<file path="config.mk">
export PLATFORM = sky130hd
export DESIGN_NAME = wnst_power
export DESIGN_NICKNAME = d
export VERILOG_FILES = /design/src/rtl/core/wnst_pkg.sv /design/src/rtl/core/wnst_power.sv
export SDC_FILE = /design/constraint.sdc
export NUM_CORES = 2
export LEC_CHECK = 0
export BUFFER_PORTS_ARGS = -buffer_cell sky130_fd_sc_hd__buf_2
export CAP_MARGIN = 40
export CORE_MARGIN = 3
export CORE_UTILIZATION = 55
export CTS_BUF_LIST = sky130_fd_sc_hd__clkbuf_2
export CTS_CLUSTER_SIZE = 14
export DETAILED_ROUTE_END_ITERATION = 10
export GPL_ROUTABILITY_DRIVEN = 0
export PLACE_DENSITY = 0.81
export REMOVE_ABC_BUFFERS = 1
export SLEW_MARGIN = 40
export SYNTH_ARGS = -nofsm -noshare
export SYNTH_HDL_FRONTEND = slang
export SYNTH_SLANG_ARGS = --single-unit
</file>
<file path="constraint.sdc">
create_clock -name clock -period 11.56 [get_ports clock]
set_input_delay 2.312 -clock clock [delete_from_list [all_inputs] [get_ports clock]]
set_output_delay 2.312 -clock clock [all_outputs]
set_load 0.03 [all_outputs]
</file>
<file path="src/rtl/core/wnst_pkg.sv">
`timescale 1ns / 1ps

package wnst_pkg;

   // Table size and the widths that follow from it.
   localparam int MAX_SECTIONS = 64;
   localparam int SEC_W = (MAX_SECTIONS > 1) ? $clog2(MAX_SECTIONS) : 1;
   localparam int CNT_W = SEC_W + 1;

   // Biased power distance: two 64-bit squares plus a 52-bit weight bias.
   localparam int PWR_W = 66;

   // Serial multiplier operand, product and bit-count widths.
   localparam int MUL_AW = 96;
   localparam int MUL_PW = 2 * MUL_AW;
   localparam int MUL_NW = 7;

   // One seed as held by a ring cell.
   typedef struct packed {
      logic [31:0] x;
      logic [31:0] y;
      logic [50:0] w;
   } seed_type;

   // Result of the power pipeline for one seed.
   typedef struct packed {
      logic             valid;
      logic [SEC_W-1:0] idx;
      logic [PWR_W-1:0] p;
      logic [31:0]      x;
      logic [31:0]      y;
   } pw_type;

   // Command to the serial multiplier.
   typedef struct packed {
      logic              start;
      logic [MUL_NW-1:0] nbits;
   } mul_cmd_type;

endpackage

</file>
<file path="src/rtl/core/wnst_power.sv">
`timescale 1ns / 1ps

module wnst_power (
   input  logic                       clock,
   input  logic                       reset,
   input  logic                       in_valid,
   input  logic [wnst_pkg::SEC_W-1:0] in_idx,
   input  logic [31:0]                px,
   input  logic [31:0]                py,
   input  wnst_pkg::seed_type         seed,
   output wnst_pkg::pw_type           result
);
   import wnst_pkg::*;

   logic signed [32:0] dx;
   logic signed [32:0] dy;
   logic signed [52:0] bias;

   logic             v1_ff, v2_ff, v3_ff;
   logic [SEC_W-1:0] idx1_ff, idx2_ff, idx3_ff;
   logic [31:0]      x1_ff, x2_ff, x3_ff;
   logic [31:0]      y1_ff, y2_ff, y3_ff;
   logic [31:0]      mx1_ff, my1_ff;
   logic [51:0]      bias1_ff, bias2_ff;
   logic [63:0]      sx2_ff, sy2_ff;
   logic [PWR_W-1:0] p3_ff;

   // Differences to the sample and the weight turned into a positive bias.
   always_comb begin
      dx   = $signed({px[31], px}) - $signed({seed.x[31], seed.x});
      dy   = $signed({py[31], py}) - $signed({seed.y[31], seed.y});
      bias = (53'sd1 <<< 50) - 53'($signed(seed.w));
   end

   // Valid bits of the three stages.
   always_ff @(posedge clock) begin
      if (reset) begin
         v1_ff <= 1'b0;
         v2_ff <= 1'b0;
         v3_ff <= 1'b0;
      end else begin
         v1_ff <= in_valid;
         v2_ff <= v1_ff;
         v3_ff <= v2_ff;
      end
   end

   // Stage one magnitudes, stage two squares, stage three the sum.
   always_ff @(posedge clock) begin
      idx1_ff  <= in_idx;
      x1_ff    <= seed.x;
      y1_ff    <= seed.y;
      mx1_ff   <= dx[32] ? 32'(-dx) : 32'(dx);
      my1_ff   <= dy[32] ? 32'(-dy) : 32'(dy);
      bias1_ff <= bias[51:0];

      idx2_ff  <= idx1_ff;
      x2_ff    <= x1_ff;
      y2_ff    <= y1_ff;
      sx2_ff   <= 64'(mx1_ff) * 64'(mx1_ff);
      sy2_ff   <= 64'(my1_ff) * 64'(my1_ff);
      bias2_ff <= bias1_ff;

      idx3_ff  <= idx2_ff;
      x3_ff    <= x2_ff;
      y3_ff    <= y2_ff;
      p3_ff    <= PWR_W'(sx2_ff) + PWR_W'(sy2_ff) + PWR_W'(bias2_ff);
   end

   assign result.valid = v3_ff;
   assign result.idx   = idx3_ff;
   assign result.p     = p3_ff;
   assign result.x     = x3_ff;
   assign result.y     = y3_ff;

endmodule

</file>
==> out/results.ini <==
[detailed_routing]
drc=0
ant_nets=0
post_drt_via_cell_ratio=5.518
finalWirelength_um=205400
dr.pass1.iters=6
vias=59518
dr.first_iter.drc_count=4520
wl_per_cell_um=19.04

[clock_network]
clk_latency_ns=1.60
cts-resized-gates=0
h-tree-depth=4
cts.clk_slew.worst_paths_ns=0.15
cts_tree=built
clock-sinks=573
ctsHoldBuffers=0
post-cts-setup-buffer-count=0
clock_path_buffers=3
root_buffer=clkbuf_2
cts_buffers=154

[finish]
area_growth_pct=6.262
nFillCells=11797
finalInstanceArea_mm2=0.08645
layout-drive-gt1-share_pct=8.385
layout.nets=11296
post-route-util_pct=59.11

[sta]
post-route-period-util_pct=80.13
min_period_ns=9.264
hold_viol=0
fin_tns_setup_ns=0
worstMarginPinSlew_ns=1.146
max_slew_margin_pct=23.61
setup_viol=0
rsz0062_at_grt=no
report.final.slew_viol_count=0
fmax_mhz=108.0
fin_ws_ns=2.296
fin_skew_ns=0.1129

[critical_path]
cp.required_ns=13.02
cpMostUsedCell=fa_1
critPathCaptureType=flip-flop
cpPeakStageDelay_ns=0.55
reg2reg_depth=25
cp.depth=25
crit_path_max_fanout=26
reg2reg_from=mx1_ff[9]$_DFF_P_
critPathTopFamily=adder cells
arrival_ns=10.72
crit_start=mx1_ff[9]$_DFF_P_
critical_path_class=flip-flop to flip-flop
path_buf_inv=4
start_kind=flip-flop
cp_slowest_cell=fa_1
r2r_slack_ns=2.30
r2r-end=sx2_ff[57]$_DFF_P_
crit_end=sx2_ff[57]$_DFF_P_

[outcome]
outcome=finished, final reports clean

[placed_design]
port_buffers=324
dp_slack_ns=2.567
postPlaceCellArea_mm2=0.08486
place_hpwl_um=166700

[logic_synthesis]
avgSynthCellArea_um2=9.618
ys_ff_latch=573
synth_cell_types=97
ys.flop_type=dfxtp_1
postSynthCellCount=8459
yosysWarnings=0
yosysSeqAreaShare_pct=14.10
synth_edf_count=0
syn-cell-area_mm2=0.08136
async_reset_ff_share_pct=0

[floorplan]
die_w_um=390.6
die_h_um=390.6
dieArea_mm2=0.1526
core_area_mm2=0.1463
num_rows=140
start_util_pct=55.62
pin_count=325

[grt]
grt_use_total_pct=27.63
grt_pass1_wl_um=332500
grt_max_degree=36
grt_pass1_vias=65019
globalRoute.totalOverflow=0
grt_antenna_before_repair=24

[hold_path]
hold_path.class=flip-flop to flip-flop

[job]
drv_cap=0

==> worst min-delay path by stage <==
stage                             start                   to  slack, ns  depth (start not counted)
finish                y1_ff[13]$_DFF_P_    y2_ff[13]$_DFF_P_       0.27                          0
CTS                   y1_ff[13]$_DFF_P_    y2_ff[13]$_DFF_P_       0.25                          0
global placement     idx2_ff[2]$_DFF_P_   idx3_ff[2]$_DFF_P_       0.31                          0
detailed placement   idx2_ff[5]$_DFF_P_   idx3_ff[5]$_DFF_P_       0.31                          0
floorplan           bias1_ff[0]$_DFF_P_  bias2_ff[0]$_DFF_P_       0.31                          0
global route          y1_ff[13]$_DFF_P_    y2_ff[13]$_DFF_P_       0.26                          0
==> through the flow <==
step           hold WS (ns)  cells
2_1_floorplan        0.3096   8185
3_3_place_gp         0.3098  10492
3_5_place_dp         0.3121  10492
4_1_cts              0.2452  10766
5_1_grt              0.2564  10776
6_report             0.2677  10787
==> registers in the layout (all words and copies together), names as in the netlist, 32 cells and up <==
register,cells
y3_ff,32
sy2_ff,63
x3_ff,32
x1_ff,32
bias2_ff,52
y1_ff,32
y2_ff,32
my1_ff,32
mx1_ff,32
x2_ff,32
sx2_ff,63
p3_ff,66
bias1_ff,52
==> kinds of logic after synthesis <==
family	Yosys count	synth area share (%)
AOI/OAI and AO/OA	987	8.028
buffers and inverters	2343	10.83
DFF	573	14.10
and+or+nand+nor	1759	10.86
adders and majority gates	2377	51.66
muxes	11	0.1415
other	2	0.009231
xor gates and xnor gates	407	4.381
==> cell usage after synthesis (9+ instances only) <==
library cell  instances  area [um^2]
a2111oi_0             9        78.83
a211oi_1             29        217.7
a21boi_0             10        75.07
a21o_1              178         1336
a21oi_1             283         1416
a221o_1              12        120.1
a221oi_1             10        87.58
a31o_2               33        289.0
a31oi_1              37        231.5
a41oi_1              11        96.34
and2_1              471         2947
and3_1               37        231.5
and4_1                9        78.83
clkbuf_1            262        983.4
dfxtp_1             573        11470
fa_1               1637        32770
ha_1                740         9259
inv_1              2066         7755
nand2_1             669         2511
nand2b_1             30        187.7
nand3_1              56        280.3
nand4_1              44        275.3
nor2_1              227        852.1
nor2b_1              49        306.5
nor3_1               47        235.2
nor4_1               28        175.2
o211ai_1             11        82.58
o21a_1               41        307.8
o21ai_0             154        770.7
o21bai_1             58        435.4
o31ai_1              27        202.7
or2_2                22        137.6
or3_1                17        106.4
xnor2_1             241         2111
xor2_1              166         1454
==> worst register-to-register path: stages (launching register included) <==
cell and delay, ns:
dfxtp_1 0.34, buf_4 0.39, clkinv_1 0.51, nor2_1 0.38, fa_1 0.50, fa_1 0.54, inv_1 0.06, fa_1 0.49
fa_1 0.54, inv_1 0.06, fa_1 0.55, fa_1 0.42, fa_1 0.51, fa_1 0.41, ha_1 0.40, and3_1 0.23
a221o_1 0.38, a221o_1 0.38, a221o_1 0.32, a41o_1 0.33, a21oi_1 0.38, nand4bb_1 0.23, a31oi_1 0.20, a21o_1 0.24
a21oi_1 0.22, xnor2_1 0.15
==> area by class of cell <==
cell class	count	area (um^2)	share of cell area [%]
multi-input cells	5543	61110	70.69
flip-flops and latches	573	11500	13.30
inverters	2069	7766	8.983
well taps	1917	2399	2.774
repair buffers	390	2117	2.449
clock buffers	208	1041	1.204
clock inverters	66	469.2	0.5427
diodes	21	52.55	0.06078
==> per-layer routing <==
| metal | up-vias | global-route usage [%] | wire (um) |
|---|---|---|---|
| met1 | 29671 | 35.33 | 79020 |
| met2 | 2862 | 44.70 | 96390 |
| li1 | 26385 | - | - |
| met4 | 16 | 10.32 | 7877 |
| met3 | 584 | 7.888 | 21980 |
| met5 | - | 0 | 117 |
==> cells in the final DEF (no fill, tap or decap), types with 56 or more instances in the layout <==
cell type  netlist  final
nand3_1         56     56
o21ai_0        154    152
a21o_1         178    178
o21bai_1        58     58
buf_2            1    324
ha_1           740    740
nand2_1        669    669
xor2_1         166    166
buf_4            3     66
clkbuf_2         0    208
fa_1          1637   1637
inv_1         2066   2066
nor2_1         227    227
a21oi_1        283    282
xnor2_1        241    241
dfxtp_1        573    558
and2_1         471    471
Power is left out: the tool's default activity adds up to more than one toggle a clock period on the data nets, which glitch-free logic cannot reach.
