[src/rtl/core/wnst_pkg.sv]
`timescale 1ns / 1ps

package wnst_pkg;

   // Table size and the widths that follow from it.
   localparam int MAX_SECTIONS = 64;
   localparam int SEC_W = (MAX_SECTIONS > 1) ? $clog2(MAX_SECTIONS) : 1;
   localparam int CNT_W = SEC_W + 1;

   // Biased power distance: two 64-bit squares plus a 52-bit weight bias.
   localparam int PWR_W = 66;

   // Serial multiplier operand, product and bit-count widths.
   localparam int MUL_AW = 96;
   localparam int MUL_PW = 2 * MUL_AW;
   localparam int MUL_NW = 7;

   // One seed as held by a ring cell.
   typedef struct packed {
      logic [31:0] x;
      logic [31:0] y;
      logic [50:0] w;
   } seed_type;

   // Result of the power pipeline for one seed.
   typedef struct packed {
      logic             valid;
      logic [SEC_W-1:0] idx;
      logic [PWR_W-1:0] p;
      logic [31:0]      x;
      logic [31:0]      y;
   } pw_type;

   // Command to the serial multiplier.
   typedef struct packed {
      logic              start;
      logic [MUL_NW-1:0] nbits;
   } mul_cmd_type;

endpackage

[src/rtl/core/wnst_cell.sv]
`timescale 1ns / 1ps

module wnst_cell (
   input  logic               clock,
   input  logic               load,
   input  logic               shift,
   input  wnst_pkg::seed_type wr_seed,
   input  wnst_pkg::seed_type nb_seed,
   output wnst_pkg::seed_type seed
);
   import wnst_pkg::*;

   seed_type seed_ff;

   // A write loads the cell; during a sweep it takes its neighbor's seed.
   always_ff @(posedge clock) begin
      if (load) begin
         seed_ff <= wr_seed;
      end else if (shift) begin
         seed_ff <= nb_seed;
      end
   end

   assign seed = seed_ff;

endmodule

[config.mk]
export PLATFORM = sky130hd
export DESIGN_NAME = wnst_cell
export DESIGN_NICKNAME = d
export VERILOG_FILES = /design/src/rtl/core/wnst_pkg.sv /design/src/rtl/core/wnst_cell.sv
export SDC_FILE = /design/constraint.sdc
export NUM_CORES = 1
export LEC_CHECK = 0
export ABC_AREA = 1
export CAP_MARGIN = 0
export CORE_MARGIN = 5
export CORE_UTILIZATION = 25
export CTS_BUF_LIST = sky130_fd_sc_hd__clkbuf_8
export CTS_CLUSTER_SIZE = 12
export DETAILED_ROUTE_END_ITERATION = 8
export DONT_BUFFER_PORTS = 1
export PLACE_DENSITY_LB_ADDON = 0.08
export SYNTH_ARGS = -nofsm -noshare
export SYNTH_HDL_FRONTEND = slang
export SYNTH_SLANG_ARGS = --single-unit
[constraint.sdc]
create_clock -name clock -period 7.1 [get_ports clock]
set_input_delay 0.71 -clock clock [delete_from_list [all_inputs] [get_ports clock]]
set_output_delay 0.71 -clock clock [all_outputs]
set_load 0.05 [all_outputs]
==> results.toml, run 1 <==
[cells_and_area]
drive_gt1_frac = 0.06085
fillers = 2027
largest_reg_flops = 115
syn_to_final_growth_pct = 10.17
nNetsFinal = 715
fin_util = 0.2792
n_antenna_cell = 0

[status]
outcome = "complete, no violations"

[die]
die_h_microns = 150.5
start_util = 0.2534
fp-row-count = 51
die_w_microns = 150.5
core_area_sq_um = 19460
pin_count = 348
dieArea_sq_um = 22640

[power]
p_comb_frac = 0.046
switching_share = 0.3521
power_switching_w = 0.0006154
p_clk_frac = 0.300
internal-power_w = 0.001133
ir_drop_uv = 111.0
p_seq_frac = 0.655
p_leak_nw = 2.377
power-per-cell-area_nw_per_um2 = 321.7

[clock_network]
numClockSinks = 115
post-cts-setup-buffer-count = 0
numCtsBuffers = 17
clk_path_buf_depth = 2
root_buffer = "clkbuf_8"
tritoncts = "yes"
holdBufCountCts = 0
ctsResizeCount = 0
htree_levels = 4
cts.clk_slew.worst_paths_ns = 0.07

[setup_path]
path_class = "input port to register"
end_kind = "register"
cp-start-kind = "input port"
worstPathArrival_ns = 2.19
worst-path-buf-inv = 1
cp.depth = 2
crit_slowest_cell = "buf_4"
crit_family = "buffers and inverters"
worst_ep_required_time_ns = 7.14
crit_chain = "or2_4, buf_4"
cpPeakStageDelay_ns = 0.72
path_max_fanout = 117

[synthesis]
ys_ff_latch = 115
ys_types = 7
synth_area_sq_um = 4932
synth.area.top_cells = "edfxtp_1, nand2_1, buf_2"
ys_seq_area_frac = 0.7002
synth_common_cells = "nand2_1, edfxtp_1, buf_2"
synth_warnings = 0
synth.most_common_cell = "nand2_1"
syn_inst = 487
synth_nets = 720
synth.avg_cell_area_sq_um = 10.13
async_reset_ff_frac = 0
synth.top_cell.area_share = 0.7002
ys.flop_type = "edfxtp_1"
synth_edf_count = 115
yosysTopAreaCell = "edfxtp_1"

[timing]
period_minus_slack_ns = 2.150
relSlewSlack = 0.2765
finalHoldViolations = 0
tightest_slew_ns = 1.085
fin_crit_sh = 0.3028
max_freq_mhz = 465.1
rsz0062_at_grt = "no"
setup_tns_ns = 0
drv_slew = 0
setup_viol = 0

[drt]
ant_nets = 0
drc_errors = 0
num_vias = 3221
routed_wl_microns = 14010
dr.pass1.iters = 4
via_per_inst = 4.249
drt_iter0_drc = 106
drt-wirelength-per-cell_microns = 18.48

[place]
place.gp.congestion = 0.7614
io_buffers = 0
hpwl_microns = 10440

[grt]
use_met2 = 0.1922
met1_usage = 0.1170
antenna_found_initial = 0
met3_usage = 0.07405
grt_pass1_vias = 3211
grt_max_degree = 118
grt.overflow.total = 0
grt_usage = 0.1160
grt_busiest_layer = "met2"
grt_pass1_wl_microns = 18720

[min_path]
hold_depth = 2
worstHoldStart = "nb_seed[11]"
hold_path.class = "input port to register"
hold_end = "seed[11]"

[job]
maxCapViolCount = 0
==> metrics by stage <==
stage                     instance area (sq um)  std cells  hold WS [ns]  worst slack, ns  total power, W
final                                      5434        758        0.4676            4.950        0.001748
after global placement                     5102        728        0.8941            4.495        0.001247
after floorplan                            4932        487        0.8886            4.276        0.001211
after CTS                                  5434        758        0.4205            4.953        0.001785
after global routing                       5434        758        0.4133            4.889        0.001838
after detailed placement                   5102        728        0.8948            4.485        0.001246
==> layout by cell type (no fill, tap or decap) <==
| master | instances |
|---|---|
| edfxtp_1 | 115 |
| nand2_1 | 345 |
| buf_4 | 1 |
| clkinv_2 | 5 |
| inv_4 | 1 |
| or2_4 | 1 |
| clkinv_1 | 2 |
| clkbuf_8 | 17 |
| clkinv_4 | 1 |
| clkinvlp_4 | 3 |
| inv_1 | 1 |
| bufinv_16 | 1 |
==> worst max-delay path by stage <==
stage / startpoint / end / slack, ns
3_3_place_gp: load / seed[74] / 4.50
6_report: load / seed[54] / 4.95
5_1_grt: load / seed[54] / 4.89
2_1_floorplan: load / seed[0] / 4.28
4_1_cts: load / seed[43] / 4.95
3_5_place_dp: load / seed[80] / 4.48
==> logic make-up after synthesis <==
logic type / share of synthesized area
AND/OR/NAND/NOR: 0.2638
flip-flops: 0.7002
buffers and inverters: 0.03602
==> cell type report <==
type                    instances  area, sq um  share of cell area
well taps                     265        331.6             0.06102
flip-flops and latches        115         3453              0.6355
clock buffers                  17        234.0             0.04306
clock inverters                13        97.59             0.01796
inverters                       1        6.256            0.001151
repair buffers                  1        7.507            0.001382
multi-input cells             346         1304              0.2399
==> per-layer routing <==
metal | up-vias | wire, microns
met4 | 0 | 225
met5 | - | 0
met3 | 14 | 2033
met2 | 232 | 6804
met1 | 1423 | 4942
li1 | 1552 | -
==> power groups by stage <==
stage	Clock [W]	Combinational (W)	Sequential, W
2_1_floorplan	0	0.0000743	0.00114
3_3_place_gp	0	0.0000821	0.00116
3_5_place_dp	0	0.0000851	0.00116
4_1_cts	0.000553	0.0000840	0.00115
5_1_grt	0.000591	0.0000949	0.00115
6_report	0.000524	0.0000801	0.00114
No activity file was read; power rests on OpenSTA's default activity.
==> run 2, diff against run 1 <==
==> constraint.sdc (replaced) <==
create_clock -name clock -period 1.9 [get_ports clock]
set_input_delay 0.19 -clock clock [delete_from_list [all_inputs] [get_ports clock]]
set_output_delay 0.19 -clock clock [all_outputs]
set_load 0.05 [all_outputs]
==> run 2 against run 1 <==
Net effect: the run now fails in clock tree synthesis; synthesized area unchanged; synthesized cell count unchanged.
==> results.toml, run 2 <==
[synthesis]
ys_types = 7
ys.flop_type = "edfxtp_1"
synth.avg_cell_area_sq_um = 10.13
syn_inst = 487
yosysTopAreaCell = "edfxtp_1"
ys_seq_area_frac = 0.7002
ys_ff_latch = 115
synth_common_cells = "nand2_1, edfxtp_1, buf_2"
synth_area_sq_um = 4932
synth_warnings = 0
synth.most_common_cell = "nand2_1"
synth.top_cell.area_share = 0.7002
synth.area.top_cells = "edfxtp_1, nand2_1, buf_2"
synth_edf_count = 115
synth_nets = 720
async_reset_ff_frac = 0

[clock_network]
ctsResizeCount = 0
clk_path_buf_depth = 2
post-cts-setup-buffer-count = 0
root_buffer = "clkbuf_8"
htree_levels = 4
numCtsBuffers = 17
numClockSinks = 115
holdBufCountCts = 154

[place]
place.gp.congestion = 0.7395
hpwl_microns = 10790
io_buffers = 0
placed_area_sq_um = 5170

[die]
die_h_microns = 150.5
start_util = 0.2534
die_w_microns = 150.5
fp-row-count = 51
pin_count = 348

[status]
outcome = "stopped before the end"
stop_error = "[ERROR RSZ-0060] Max buffer count reached."
stop_stage = "clock tree synthesis"
[run 2: cell counts after synthesis]
No cell type changed its count.
[run 2: metrics by stage]
stage | hold WS [ns] | setup slack, ns | instances | utilization
2_1_floorplan | 0.3686 | 0.1680 | 487 | -
3_3_place_gp | 0.3720 | 0.7029 | 732 | 0.2656
3_5_place_dp | 0.3745 | 0.6953 | 732 | 0.2656
[run 2: kinds of logic after synthesis]
| family | share of synthesized area |
|---|---|
| buffers and inverters | 0.03602 |
| DFF | 0.7002 |
| and+or+nand+nor | 0.2638 |
==> run 3, diff against run 2 <==
--- a/config.mk
+++ b/config.mk
@@ -8,12 +8,10 @@
 export ABC_AREA = 1
 export CAP_MARGIN = 0
 export CORE_MARGIN = 5
-export CORE_UTILIZATION = 25
-export CTS_BUF_LIST = sky130_fd_sc_hd__clkbuf_8
-export CTS_CLUSTER_SIZE = 12
+export CORE_UTILIZATION = 20
 export DETAILED_ROUTE_END_ITERATION = 8
 export DONT_BUFFER_PORTS = 1
-export PLACE_DENSITY_LB_ADDON = 0.08
+export PLACE_DENSITY_LB_ADDON = 0.15
 export SYNTH_ARGS = -nofsm -noshare
 export SYNTH_HDL_FRONTEND = slang
 export SYNTH_SLANG_ARGS = --single-unit
==> constraint.sdc (replaced) <==
create_clock -name clock -period 2.5 [get_ports clock]
set_input_delay 0.25 -clock clock [delete_from_list [all_inputs] [get_ports clock]]
set_output_delay 0.25 -clock clock [all_outputs]
set_load 0.05 [all_outputs]
==> run 3 against run 2 <==
Net effect: the flow now finishes without violations.
==> results.toml, run 3 (synthesis gave the netlist of run 1 again) <==
[min_path]
hold_path.class = "input port to register"
hold_end = "seed[32]"
worstHoldStart = "nb_seed[32]"
hold_depth = 2

[cells_and_area]
final_cell_mix = "nand2_1, edfxtp_1, clkbuf_16, dlygate4sd3_1"
syn_to_final_growth_pct = 21.97
layout_commonest_cell = "nand2_1"
nNetsFinal = 733
n_antenna_cell = 0
drive_gt1_frac = 0.07018
largest_reg_flops = 115

[timing]
rsz0062_at_grt = "no"
max_freq_mhz = 743.1
finalHoldViolations = 0
fin_crit_sh = 0.5383
tightest_slew_ns = 0.5874
timing.hold.ws_ns = 0.02695
relSlewSlack = 0.6084
setup_viol = 0
setup_tns_ns = 0
drv_slew = 0
period_minus_slack_ns = 1.346

[clock_network]
numClockSinks = 115
root_buffer = "clkbuf_16"
post-cts-setup-buffer-count = 0
tritoncts = "yes"
clk_path_buf_depth = 2
htree_levels = 4
ctsResizeCount = 0
cts.clk_slew.worst_paths_ns = 0.06
numCtsBuffers = 17

[setup_path]
end_kind = "output pin"
path_class = "register to output pin"
cp-start-kind = "register"
path_max_fanout = 1
worst_ep_required_time_ns = 2.25
worstPathArrival_ns = 1.10

[die]
fp-row-count = 57
core_area_sq_um = 24320
die_w_microns = 167.0
pin_count = 348
start_util = 0.2028
die_h_microns = 167.0
dieArea_sq_um = 27900

[power]
p_leak_nw = 2.613
power-per-cell-area_nw_per_um2 = 1027
ir_drop_uv = 348.3

[drt]
drt_iter0_drc = 200
drc_errors = 0
via_per_inst = 4.065
ant_nets = 0
num_vias = 3402
drt-wirelength-per-cell_microns = 17.79
dr.pass1.iters = 4
routed_wl_microns = 14890

[grt]
grt_max_degree = 118
grt_pass1_vias = 3485
antenna_found_initial = 0
grt.overflow.total = 0
grt_usage = 0.1021
grt_pass1_wl_microns = 21510

[job]
maxCapViolCount = 0

[place]
hpwl_microns = 10890
io_buffers = 0
place.gp.congestion = 0.8025

[status]
outcome = "complete, no violations"
-- run 3: worst max-delay path by stage --
| stage | startpoint | depth (start not counted) | endpoint |
|---|---|---|---|
| 2_1_floorplan | load | 3 | seed[0] |
| 3_3_place_gp | load | 4 | seed[88] |
| 3_5_place_dp | load | 4 | seed[88] |
| 4_1_cts | seed[51] | 0 | seed[51] |
| 5_1_grt | seed[55] | 0 | seed[55] |
| 6_report | seed[55] | 0 | seed[55] |
-- run 3: cell type report --
type                            instances  area (sq um)
Clock buffer                           18         429.2
Clock inverter                         14         210.2
Fill cell                            2585         18300
Inverter                                1         6.256
Multi-Input combinational cell        346          1304
Sequential cell                       115          3453
Tap cell                              324         405.4
Timing Repair Buffer                   19         207.7
-- run 3: stage by stage --
stage	worst slack (ns)	utilization	cells	total power, W	area [sq um]
2_1_floorplan	0.1357	-	487	0.003440	4932
6_report	1.154	0.2474	837	0.006175	6016
4_1_cts	1.106	0.2474	837	0.006317	6016
3_3_place_gp	1.159	0.2145	789	0.003540	5216
5_1_grt	1.112	0.2474	837	0.006444	6016
3_5_place_dp	1.119	0.2145	789	0.003541	5216
-- run 3: where the power goes --
part           switching, W  leakage, nW  internal, W  total (W)
registers          0.000856         1.18      0.00240    0.00325
logic              0.000160         1.11    0.0000928   0.000252
clock network      0.000904        0.318      0.00177    0.00267
total               0.00192         2.61      0.00426    0.00618
-- run 3: timing repair --
action,4_1_cts,5_1_grt
hold endpoints to repair,15,0
endpoints found under the setup margin,0,0
hold buffers,16,0
-- run 3: layer usage --
metal,GRT usage,up-vias,part of all wire
li1,-,1593,-
met1,0.1169,1570,0.39
met2,0.1745,234,0.50
met4,0.03202,0,0.0096
met5,0,-,0
met3,0.04172,5,0.098
==> run 4, diff against run 3 <==
==> constraint.sdc (replaced) <==
create_clock -name clock -period 1.3 [get_ports clock]
set_input_delay 0.13 -clock clock [delete_from_list [all_inputs] [get_ports clock]]
set_output_delay 0.13 -clock clock [all_outputs]
set_load 0.05 [all_outputs]
==> run 4 against run 3 <==
Net effect: the run now fails in clock tree synthesis; synthesized cell count unchanged; synthesized area unchanged.
==> results.toml, run 4 <==
[synthesis]
ys_types = 7
synth_top_family_by_area = "simple AND/OR/NAND/NOR gates"
ys.flop_type = "edfxtp_1"
synth_edf_count = 115
synth_warnings = 0
synthAdderAreaFrac = 0
ys_ff_latch = 115
synth.most_common_cell = "nand2_1"
synth-simple-area-share = 0.2638
synth_compound_gate_area_share = 0
async_reset_ff_frac = 0
synthMuxAreaShare = 0
yosysTopAreaCell = "edfxtp_1"
synth.top_cell.area_share = 0.7002
synth.area.top_cells = "edfxtp_1, nand2_1, buf_2"
synth_common_cells = "nand2_1, edfxtp_1, buf_2"
synth.avg_cell_area_sq_um = 10.13
ys_seq_area_frac = 0.7002
syn_inst = 487
synth_area_sq_um = 4932
synth_xor_area_frac = 0
synth_nets = 720

[die]
pin_count = 348
fp-row-count = 57
die_h_microns = 167.0
die_w_microns = 167.0
start_util = 0.2028

[clock_network]
numCtsBuffers = 17
htree_levels = 4
holdBufCountCts = 166
clk_path_buf_depth = 2
post-cts-setup-buffer-count = 0
numClockSinks = 115
ctsResizeCount = 0
root_buffer = "clkbuf_16"

[place]
io_buffers = 0
dpl_worst_slack_ns = 0.2683
placed_area_sq_um = 5274
dp_cells = 795
place.gp.congestion = 0.8347
hpwl_microns = 10400

[status]
stop_error = "[ERROR RSZ-0060] Max buffer count reached."
outcome = "stopped before the end"
stop_stage = "clock tree synthesis"
run 4: cell counts after synthesis:
No cell type changed its count.
run 4: cell families after synthesis:
| family | after synthesis |
|---|---|
| AND/OR/NAND/NOR | 346 |
| flip-flops | 115 |
| buffers and inverters | 26 |
run 4: per-stage QoR:
stage	utilization	TNS [ns]
after detailed placement	0.2169	0
after floorplan	-	-37.63
after global placement	0.2169	0
