<file path="config.mk">
export PLATFORM = sky130hd
export DESIGN_NAME = wnst_mul
export DESIGN_NICKNAME = d
export VERILOG_FILES = /design/src/rtl/core/wnst_pkg.sv /design/src/rtl/core/wnst_mul.sv
export SDC_FILE = /design/constraint.sdc
export NUM_CORES = 1
export LEC_CHECK = 0
export BUFFER_PORTS_ARGS = -buffer_cell sky130_fd_sc_hd__buf_2
export CELL_PAD_IN_SITES_DETAIL_PLACEMENT = 1
export CELL_PAD_IN_SITES_GLOBAL_PLACEMENT = 2
export CORE_MARGIN = 1.5
export CORE_UTILIZATION = 33
export DETAILED_ROUTE_END_ITERATION = 12
export PLACE_DENSITY = 0.79
export SETUP_SLACK_MARGIN = 0.5
export SLEW_MARGIN = 0
export SYNTH_ARGS = -nofsm -noshare
export SYNTH_HDL_FRONTEND = slang
export SYNTH_SLANG_ARGS = --single-unit
</file>
<file path="constraint.sdc">
create_clock -name clock -period 4.61 [get_ports clock]
set_input_delay 0 -clock clock [delete_from_list [all_inputs] [get_ports clock]]
set_output_delay 0 -clock clock [all_outputs]
set_load 0.1 [all_outputs]
</file>
<file path="src/rtl/core/wnst_pkg.sv">
`timescale 1ns / 1ps

package wnst_pkg;

   // Table size and the widths that follow from it.
   localparam int MAX_SECTIONS = 64;
   localparam int SEC_W = (MAX_SECTIONS > 1) ? $clog2(MAX_SECTIONS) : 1;
   localparam int CNT_W = SEC_W + 1;

   // Biased power distance: two 64-bit squares plus a 52-bit weight bias.
   localparam int PWR_W = 66;

   // Serial multiplier operand, product and bit-count widths.
   localparam int MUL_AW = 96;
   localparam int MUL_PW = 2 * MUL_AW;
   localparam int MUL_NW = 7;

   // One seed as held by a ring cell.
   typedef struct packed {
      logic [31:0] x;
      logic [31:0] y;
      logic [50:0] w;
   } seed_type;

   // Result of the power pipeline for one seed.
   typedef struct packed {
      logic             valid;
      logic [SEC_W-1:0] idx;
      logic [PWR_W-1:0] p;
      logic [31:0]      x;
      logic [31:0]      y;
   } pw_type;

   // Command to the serial multiplier.
   typedef struct packed {
      logic              start;
      logic [MUL_NW-1:0] nbits;
   } mul_cmd_type;

endpackage

</file>
<file path="src/rtl/core/wnst_mul.sv">
`timescale 1ns / 1ps

module wnst_mul (
   input  logic                        clock,
   input  logic                        reset,
   input  wnst_pkg::mul_cmd_type       cmd,
   input  logic [wnst_pkg::MUL_AW-1:0] a,
   input  logic [wnst_pkg::MUL_AW-1:0] b,
   output logic                        done,
   output logic [wnst_pkg::MUL_PW-1:0] p
);
   import wnst_pkg::*;

   logic              run_ff;
   logic              done_ff;
   logic [MUL_NW-1:0] cnt_ff;
   logic [MUL_PW-1:0] a_ff;
   logic [MUL_AW-1:0] b_ff;
   logic [MUL_PW-1:0] p_ff;

   // Shift-and-add, one multiplier bit per cycle.
   always_ff @(posedge clock) begin
      if (reset) begin
         run_ff  <= 1'b0;
         done_ff <= 1'b0;
      end else begin
         done_ff <= 1'b0;
         if (cmd.start) begin
            run_ff <= 1'b1;
         end else if (run_ff && cnt_ff == MUL_NW'(1)) begin
            run_ff  <= 1'b0;
            done_ff <= 1'b1;
         end
      end
   end

   always_ff @(posedge clock) begin
      if (cmd.start) begin
         a_ff   <= MUL_PW'(a);
         b_ff   <= b;
         p_ff   <= '0;
         cnt_ff <= cmd.nbits;
      end else if (run_ff) begin
         if (b_ff[0]) begin
            p_ff <= p_ff + a_ff;
         end
         a_ff   <= a_ff << 1;
         b_ff   <= b_ff >> 1;
         cnt_ff <= cnt_ff - MUL_NW'(1);
      end
   end

   assign done = done_ff;
   assign p    = p_ff;

endmodule

</file>
==> run summary, run 1 <==
die height - 315 microns
RSZ-0062 raised after global routing - true
initial DRC count - 1912
Critical Path AT - 4.63 ns
total of max-cap violations - 0
HPWL after DPL - 99700 microns
All-Layer GR Usage - 26.1%
Final TNS setup - 0 ns
Post-Layout Cell Count - 5643
Overflow after GRT - 0
period utilization - 89.0%
ratio of cells with drive above 1 in the final layout - 22.2%
synthesized instance count - 3750
nets@finish - 4708
H-tree depth - 3
yosys warns - 0
Data required, critical path - 5.14 ns
drt pass-1 iters - 5
EDFF count, synth - 199
Clock Tree Root - clkbuf_16
vias in the first global route - 31800
PnR Total Power - 13200 uW
clk slew on worst S/H paths - 0.06 ns
CP Class - register to register
pre-CTS setup slack - -0.425 ns
first-pass GRT wire length - 199000 microns
Initial Util - 33.3%
leak pwr - 0.0159 uW
placed cell count - 5280
global placer's final weighted congestion - 0.964
setup violators final - 0
Register Area - 0.0118 sq mm
maximum clock rate - 0.244 GHz
cell row count - 114
Hold Crit Depth - 3
flops & latches, synth - 489
insertion delay to the later sink of the worst-skew pair - 0.65 ns
mapped cell area - 0.0321 sq mm
final worst slack - 0.507 ns
total number of vias - 30900
largest net degree at the start of global routing - 150
Min-Delay Startpoint - reset
routed len/inst - 23.5 microns
Sequential Power Share - 38.0%
Crit-path slowest cell - edfxtp_1
worst path cell trace - ha_1 -> a21o_1 -> and4_4 -> o31ai_4 -> a2111oi_4 -> buf_4 -> o311ai_4 -> nand3_4 -> a31o_4 -> a31oi_4 -> o21ai_4 -> a311oi_4 -> o21ai_2 -> nor3b_2 -> o31a_1
I/O Pins - 395
Die W - 315 microns
power per cell area - 326 mW/mm^2
max-slew violations - 0
Gate power share - 23.6%
fin util - 42.1%
Worst Tran Pin Value - 0.923 ns
Placeable Area - 0.0964 sq mm
Final Hold Vio Count - 0
Setup Skew - 0.0347 ns
Min Clock Period, post-route - 4.10 ns
startpoint types - register
Synth Area per Inst - 8.55 sq um
Sw Ratio - 33.7%
area grow syn2layout - 26.5%
Multi-input gate area - 0.0199 sq mm
# fillers - 11400
Seq/Total Area, Yosys - 36.7%
initial antenna violation count - 8
Post-Syn Nets - 4146
largest family of logic cells by synthesized area - compound AO/OA/AOI/OAI gates
CTS Sinks - 489
Psw - 4450 uW
hold endpoint - run_ff
Synth Area in Adders - 7.59%
ys flop type - dfxtp_1
Worst Hold Class - input port to register
drt drc - 0
Reg2Reg Launch Point - a_ff[1]
Die ar. - 0.0990 sq mm
xor and xnor area share after synthesis - 5.03%
clock tree buffer depth - 3
Async S/R FF share, synth - 0%
Reg2Reg Depth - 15
Rel. slew slack - 38.5%
routed vias/inst - 5.47
Post-DRT Antenna Nets - 0
multiplexer share of the synthesized area - 9.73%
post-synthesis simple-gate area fraction - 16.8%
Post-Route WL - 133000 microns
Pint - 8760 uW
TritonCTS Buffers - 66
Port Buffers - 394
crit end category - register
Clock power frac - 38.5%
Worst VDD drop - 0.232 mV
TritonCTS clock tree - yes
status - completed
critical path's largest stage delay - 0.43 ns
Reg-to-Reg End - p[187]
Reg2Reg Setup Slack - 0.51 ns
Compound-Gate Fraction of Synth Area - 20.7%
count of cell types in the netlist - 100
Worst Path Max Fanout - 3
==> how the worst max path moves through the flow <==
stage / startpoint / end / slack, ns / cells past startpoint
after CTS: a_ff[93] / p[191] / 0.41 / 15
final: a_ff[1] / p[187] / 0.51 / 15
after floorplan: p[100] / p[187] / 0.56 / 14
after detailed placement: a_ff[94] / p[191] / -0.42 / 15
after global routing: a_ff[93] / p[191] / 0.39 / 15
after global placement: a_ff[94] / p[191] / -0.57 / 15
==> flip-flops by register name (all words and copies together) (netlist names) <==
signal,flops
a_ff,192
p,192
b_ff,96
cnt_ff,7
done,1
run_ff,1
==> per-stage QoR <==
step	instance area [sq um]	hold WS [ns]
after floorplan	32100	0.0724
after detailed placement	35400	0.175
after CTS	39700	0.0719
final	40600	0.101
after global routing	40600	0.0850
after global placement	35400	0.175
==> power groups by stage <==
stage	logic (uW)	registers, uW	clock network (uW)
floorplan	1500	5520	0
global placement	2780	5060	0
detailed placement	2790	5080	0
CTS	2970	4990	5210
global route	3330	5050	5370
finish	3110	5010	5080
==> cell usage in the layout (no fill, tap or decap), drive strengths merged, types with 15 or more instances in the layout <==
cell type and count:
a211oi 15, a21boi 18, a21o 73, a21oi 479, a31oi 26, buf 506
clkbuf 82, clkinv 22, dfxtp 290, dlygate4sd3 201, edfxtp 199, ha 193
inv 73, mux2 190, mux2i 98, nand2 545, nand3 40, nand4 121
nor2 352, nor3 51, nor4 26, o21a 29, o21ai 287, o21bai 66
o31ai 21, xnor2 113, xor2 71
==> cells in the mapped netlist (all sizes together), types with 6 or more instances <==
library cell | instances | area, sq um
a21oi | 479 | 2430
a21o | 73 | 548
a221oi | 11 | 126
xor2 | 71 | 622
o31ai | 21 | 200
nor2 | 352 | 1320
a211oi | 15 | 128
and2 | 8 | 50.1
nand4 | 121 | 757
nand2b | 12 | 75.1
ha | 193 | 2410
inv | 66 | 248
mux2i | 98 | 981
a211o | 6 | 53.8
dfxtp | 290 | 5810
a31oi | 26 | 190
nand3 | 40 | 205
o21ai | 287 | 1470
or2 | 9 | 56.3
edfxtp | 199 | 5980
o211ai | 7 | 57.6
or3 | 10 | 67.6
xnor2 | 113 | 990
o21a | 29 | 219
a31o | 6 | 61.3
buf | 39 | 186
nand2 | 545 | 2050
nor4 | 26 | 178
nor2b | 6 | 37.5
mux2 | 190 | 2140
a21boi | 18 | 135
clkbuf | 174 | 653
o21bai | 66 | 499
a22o | 6 | 52.6
and3 | 14 | 87.6
nor3 | 51 | 260
==> layer usage <==
layer	vias up	global-route usage, %	routed length (microns)
li1	14700	-	-
met5	-	0	25
met3	234	4.82	7510
met2	815	44.5	64100
met1	15100	32.8	56300
met4	4	9.03	4810
==> critical path, delay by kind of cell, from the launching register on <==
family,cells,cell delay [ns]
AO/OA/AOI/OAI,10,2.50
AND/OR/NAND/NOR,3,0.54
flip-flops,1,0.43
adder cells (fa/ha/maj),1,0.33
buffers and inverters,1,0.17
==> timing repair <==
| action | CTS | global route |
|---|---|---|
| pin swaps | 9 | 38 |
| endpoints found under the setup margin | 30 | 52 |
| hold buffers | 201 | 0 |
| hold endpoints to repair | 249 | 0 |
| buffers inserted | 4 | 35 |
| gates resized for setup | 26 | 127 |
==> logic make-up (layout without fill, tap and decap cells) <==
| family | count (synthesis) | count (layout) |
|---|---|---|
| simple gates | 1220 | 1220 |
| buf+inv | 279 | 891 |
| flops | 489 | 489 |
| fa+ha+maj | 194 | 194 |
| other cells | 0 | 5 |
| mux | 288 | 288 |
| compound gates | 1096 | 1096 |
| xor+xnor | 184 | 184 |
==> final cells by class <==
type	count	area share, %
repair buffers	707	12.1
flip-flops and latches	489	29.1
diodes	5	0.0308
clock inverters	36	0.830
multi-input cells	2982	49.1
well taps	1276	3.94
clock buffers	82	4.34
inverters	66	0.611
(Power assumes the default switching activity.)
==> run 2, diff against run 1 <==
--- a/config.mk
+++ b/config.mk
@@ -6,11 +6,11 @@
 export NUM_CORES = 1
 export LEC_CHECK = 0
+export ABC_AREA = 1
 export BUFFER_PORTS_ARGS = -buffer_cell sky130_fd_sc_hd__buf_2
 export CELL_PAD_IN_SITES_DETAIL_PLACEMENT = 1
 export CELL_PAD_IN_SITES_GLOBAL_PLACEMENT = 2
-export CORE_MARGIN = 1.5
-export CORE_UTILIZATION = 33
+export CORE_UTILIZATION = 29
 export DETAILED_ROUTE_END_ITERATION = 12
-export PLACE_DENSITY = 0.79
+export PLACE_DENSITY = 0.8
 export SETUP_SLACK_MARGIN = 0.5
 export SLEW_MARGIN = 0
==> constraint.sdc (replaced) <==
create_clock -name clock -period 4.61 [get_ports clock]
set_input_delay 0.922 -clock clock [delete_from_list [all_inputs] [get_ports clock]]
set_output_delay 0.922 -clock clock [all_outputs]
set_load 0.1 [all_outputs]
==> run 2 against run 1 <==
Final cell count increased by 75%. Clock skew rose by 0.023 ns. Global-route usage is 4.3 points higher. Sequential power up 2%. Via count grew 51%. Non-clock buffer count is 260 lower. Routed wire length increased by 73%. Core utilization shrank 8.1 points. Count of clock-buffer cells in the layout rose by 8.
==> run summary, run 2 <==
critical path launch point - a_ff[0] (was a_ff[1])
nets@finish - 8310 (was 4708)
Die ar. - 0.149 sq mm (was 0.0990 sq mm)
RSZ-0062 raised after global routing - false (was true)
status - completed (unchanged)
setup violators final - 0 (unchanged)
Rel. slew slack - 29.0% (was 38.5%)
max-slew violations - 0 (unchanged)
Port Buffers - 394 (unchanged)
Synth area leader - nand2_1 (was edfxtp_1)
delay-heaviest family, CP - simple AND/OR/NAND/NOR gates (was compound AO/OA/AOI/OAI gates)
maximum clock rate - 0.259 GHz (was 0.244 GHz)
Placeable Area - 0.146 sq mm (was 0.0964 sq mm)
Pint - 8890 uW (was 8760 uW)
Setup Buffers After CTS - 0 (was 4)
startpoint types - register (unchanged)
H-tree depth - 3 (unchanged)
TritonCTS clock tree - yes (unchanged)
crit end category - register (unchanged)
Psw - 5890 uW (was 4450 uW)
ys flop type - dfxtp_1 (unchanged)
power per cell area - 298 mW/mm^2 (was 326 mW/mm^2)
Crit-path slowest cell - fa_1 (was edfxtp_1)
count of cell types in the netlist - 35 (was 100)
leak pwr - 0.0283 uW (was 0.0159 uW)
Min Clock Period, post-route - 3.86 ns (was 4.10 ns)
end of the critical path - p[126] (was p[187])
commonest non-fill, non-tap cell in the layout - nand2_1 (unchanged)
top cells by area, synth - nand2_1 27%, inv_1 14%, edfxtp_1 14%, dfxtp_1 14%, nor2_1 6.4% (was edfxtp_1 19%, dfxtp_1 18%, ha_1 7.5%, a21oi_1 7.4%, mux2_2 6.7%)
Critical Path AT - 4.47 ns (was 4.63 ns)
cell row count - 140 (was 114)
most frequent cells in the layout - 3043 x nand2_1, 1639 x inv_1, 727 x nor2_1 (was 538 x nand2_1, 457 x a21oi_1, 393 x buf_2)
Reg2Reg Launch Point - a_ff[0] (was a_ff[1])
routed vias/inst - 4.73 (was 5.47)
Setup Skew - 0.0580 ns (was 0.0347 ns)
initial antenna violation count - 11 (was 8)
Clock power frac - 37.7% (was 38.5%)
die height - 386 microns (was 315 microns)
Seq/Total Area, Yosys - 27.5% (was 36.7%)
I/O Pins - 395 (unchanged)
Reg2Reg Setup Slack - 0.75 ns (was 0.51 ns)
critical path's largest stage delay - 0.43 ns (about the same)
most frequent cells after synthesis - 3045 x nand2_1, 1640 x inv_1, 727 x nor2_1, 290 x dfxtp_1, 199 x edfxtp_1 (was 542 x nand2_1, 473 x a21oi_1, 351 x nor2_1, 290 x dfxtp_1, 247 x o21ai_0)
TritonCTS Buffers - 68 (was 66)
Post-Syn Nets - 7919 (was 4146)
Overflow after GRT - 0 (unchanged)
Gate power share - 27.6% (was 23.6%)
Final TNS setup - 0 ns (unchanged)
drt drc - 0 (unchanged)
total of max-cap violations - 0 (unchanged)
CP Buf/Inv Count - 1 (unchanged)
Clock Tree Root - clkbuf_16 (unchanged)
first-pass GRT wire length - 326000 microns (was 199000 microns)
most common cell in the netlist - nand2_1 (unchanged)
most used cell, CP - nand2_1
HPWL after DPL - 195000 microns (was 99700 microns)
area grow syn2layout - 15.8% (was 26.5%)
worst path cell trace - ha_1 -> fa_1 -> nand3_1 -> nand3_1 -> nand2_1 -> nand2_1 -> nand2_1 -> nand2_1 -> nand2_1 -> nand2_1 -> nand2_1 -> nand2_1 -> nand2_1 -> nand3_1 -> nand2_1 -> nand3_1 -> nand2_1 -> inv_1 (was ha_1 -> a21o_1 -> and4_4 -> o31ai_4 -> a2111oi_4 -> buf_4 -> o311ai_4 -> nand3_4 -> a31o_4 -> a31oi_4 -> o21ai_4 -> a311oi_4 -> o21ai_2 -> nor3b_2 -> o31a_1)
Post-Route WL - 229000 microns (was 133000 microns)
Reg-to-Reg End - p[126] (was p[187])
Yosys top cell area share - 26.7% (was 18.6%)
synthesized instance count - 7523 (was 3750)
global placer's final weighted congestion - 1.04 (was 0.964)
Worst VDD drop - 0.274 mV (was 0.232 mV)
total number of vias - 46700 (was 30900)
vias in the first global route - 47000 (was 31800)
EDFF count, synth - 199 (unchanged)
PnR Total Power - 14800 uW (was 13200 uW)
insertion delay to the later sink of the worst-skew pair - 0.73 ns (was 0.65 ns)
Worst Path Max Fanout - 4 (was 3)
Worst Hold Class - input port to register (unchanged)
Post-DRT Antenna Nets - 0 (unchanged)
Initial Util - 29.3% (was 33.3%)
clk slew on worst S/H paths - 0.06 ns (about the same)
largest net degree at the start of global routing - 162 (was 150)
worst hold slack - 0.387 ns (was 0.101 ns)
drt pass-1 iters - 5 (unchanged)
All-Layer GR Usage - 30.4% (was 26.1%)
clock tree buffer depth - 3 (unchanged)
period utilization - 83.8% (was 89.0%)
mapped cell area - 0.0428 sq mm (was 0.0321 sq mm)
Async S/R FF share, synth - 0% (unchanged)
CTS Sinks - 489 (unchanged)
Reg2Reg Depth - 18 (was 15)
critical path depth - 18 (was 15)
Sequential Power Share - 34.7% (was 38.0%)
routed len/inst - 23.2 microns (was 23.5 microns)
Worst Tran Pin Value - 1.06 ns (was 0.923 ns)
ratio of cells with drive above 1 in the final layout - 13.8% (was 22.2%)
initial DRC count - 3426 (was 1912)
Synth Area per Inst - 5.69 sq um (was 8.55 sq um)
CP Class - register to register (unchanged)
yosys warns - 0 (unchanged)
Data required, critical path - 5.22 ns (was 5.14 ns)
Final Hold Vio Count - 0 (unchanged)
Die W - 386 microns (was 315 microns)
Sw Ratio - 39.8% (was 33.7%)
flops & latches, synth - 489 (unchanged)
run 2: changes by cell type in the layout (fill, tap and decap cells not counted), sizes merged, moves of 111 or more:
cell	change
a21oi	-345
dlygate4sd3	-201
inv	+1737
mux2	-190
nand2	+2579
nand3	+195
nor2	+620
o21ai	-148
xnor2	-111
run 2: routing by layer:
layer  track usage, %  vias up  part of all wire [%]
met4             10.8       10                   3.9
met5                0        -                 0.033
met2             47.3     1257                    43
met1             43.1    22300                    48
li1                 -    22900                     -
met3             3.33      291                   5.0
run 2: stage by stage:
stage               area, sq um  worst slack, ns  instances  util, %
finish                    49600            0.747       9889     34.0
CTS                       49600            0.710       9886     33.9
floorplan                 42800             1.62       7523        -
detailed placement        47300            0.740       9761     32.4
global placement          47300            0.761       9761     32.4
global route              49600            0.595       9886     33.9
run 2: repair_timing:
item,CTS,global route
hold buffers,0,0
endpoints found under the setup margin,0,1
gates resized for setup,0,1
run 2: worst min-delay path by stage:
stage	startpoint	end	slack (ns)	cells past startpoint
after floorplan	a_ff[191]	a_ff[191]	0.45	2
after global placement	a_ff[109]	a_ff[109]	0.48	2
after detailed placement	a_ff[109]	a_ff[109]	0.49	2
after CTS	reset	run_ff	0.32	2
after global routing	reset	run_ff	0.39	2
final	reset	run_ff	0.39	2
run 2: worst reg2reg max path: stages, from the launching register on:
cell and delay, ns:
edfxtp_1 0.41, ha_1 0.25, fa_1 0.43, nand3_1 0.15, nand3_1 0.20, nand2_1 0.12, nand2_1 0.13, nand2_1 0.09
nand2_1 0.25, nand2_1 0.14, nand2_1 0.26, nand2_1 0.15, nand2_1 0.17, nand2_1 0.40, nand3_1 0.14, nand2_1 0.10
nand3_1 0.21, nand2_1 0.13, inv_1 0.04
run 2: power groups by stage:
stage                     combinational [uW]  sequential (uW)  clock, uW
after floorplan                         1810             6020          0
after global placement                  4020             5210          0
after detailed placement                4060             5220          0
after CTS                               4070             5130       5740
after global routing                    4380             5160       5840
final                                   4090             5120       5570
run 2: final cells by class:
type                    instances  area [sq um]
fillers                     19800         96500
repair buffers                447          2480
multi-input cells            5097         23800
flip-flops and latches        489         11800
inverters                    1811          6820
clock inverters                35           412
clock buffers                  90          1910
diodes                          3          7.51
well taps                    1917          2400
run 2: kinds of logic after synthesis:
kind of cell | count (synthesis) | share of synthesized area, %
AOI/OAI and AO/OA | 385 | 4.90
adders and majority gates | 194 | 5.68
buffers and inverters | 1937 | 17.0
and+or+nand+nor | 4420 | 42.9
DFF | 489 | 27.5
xor gates and xnor gates | 98 | 2.00
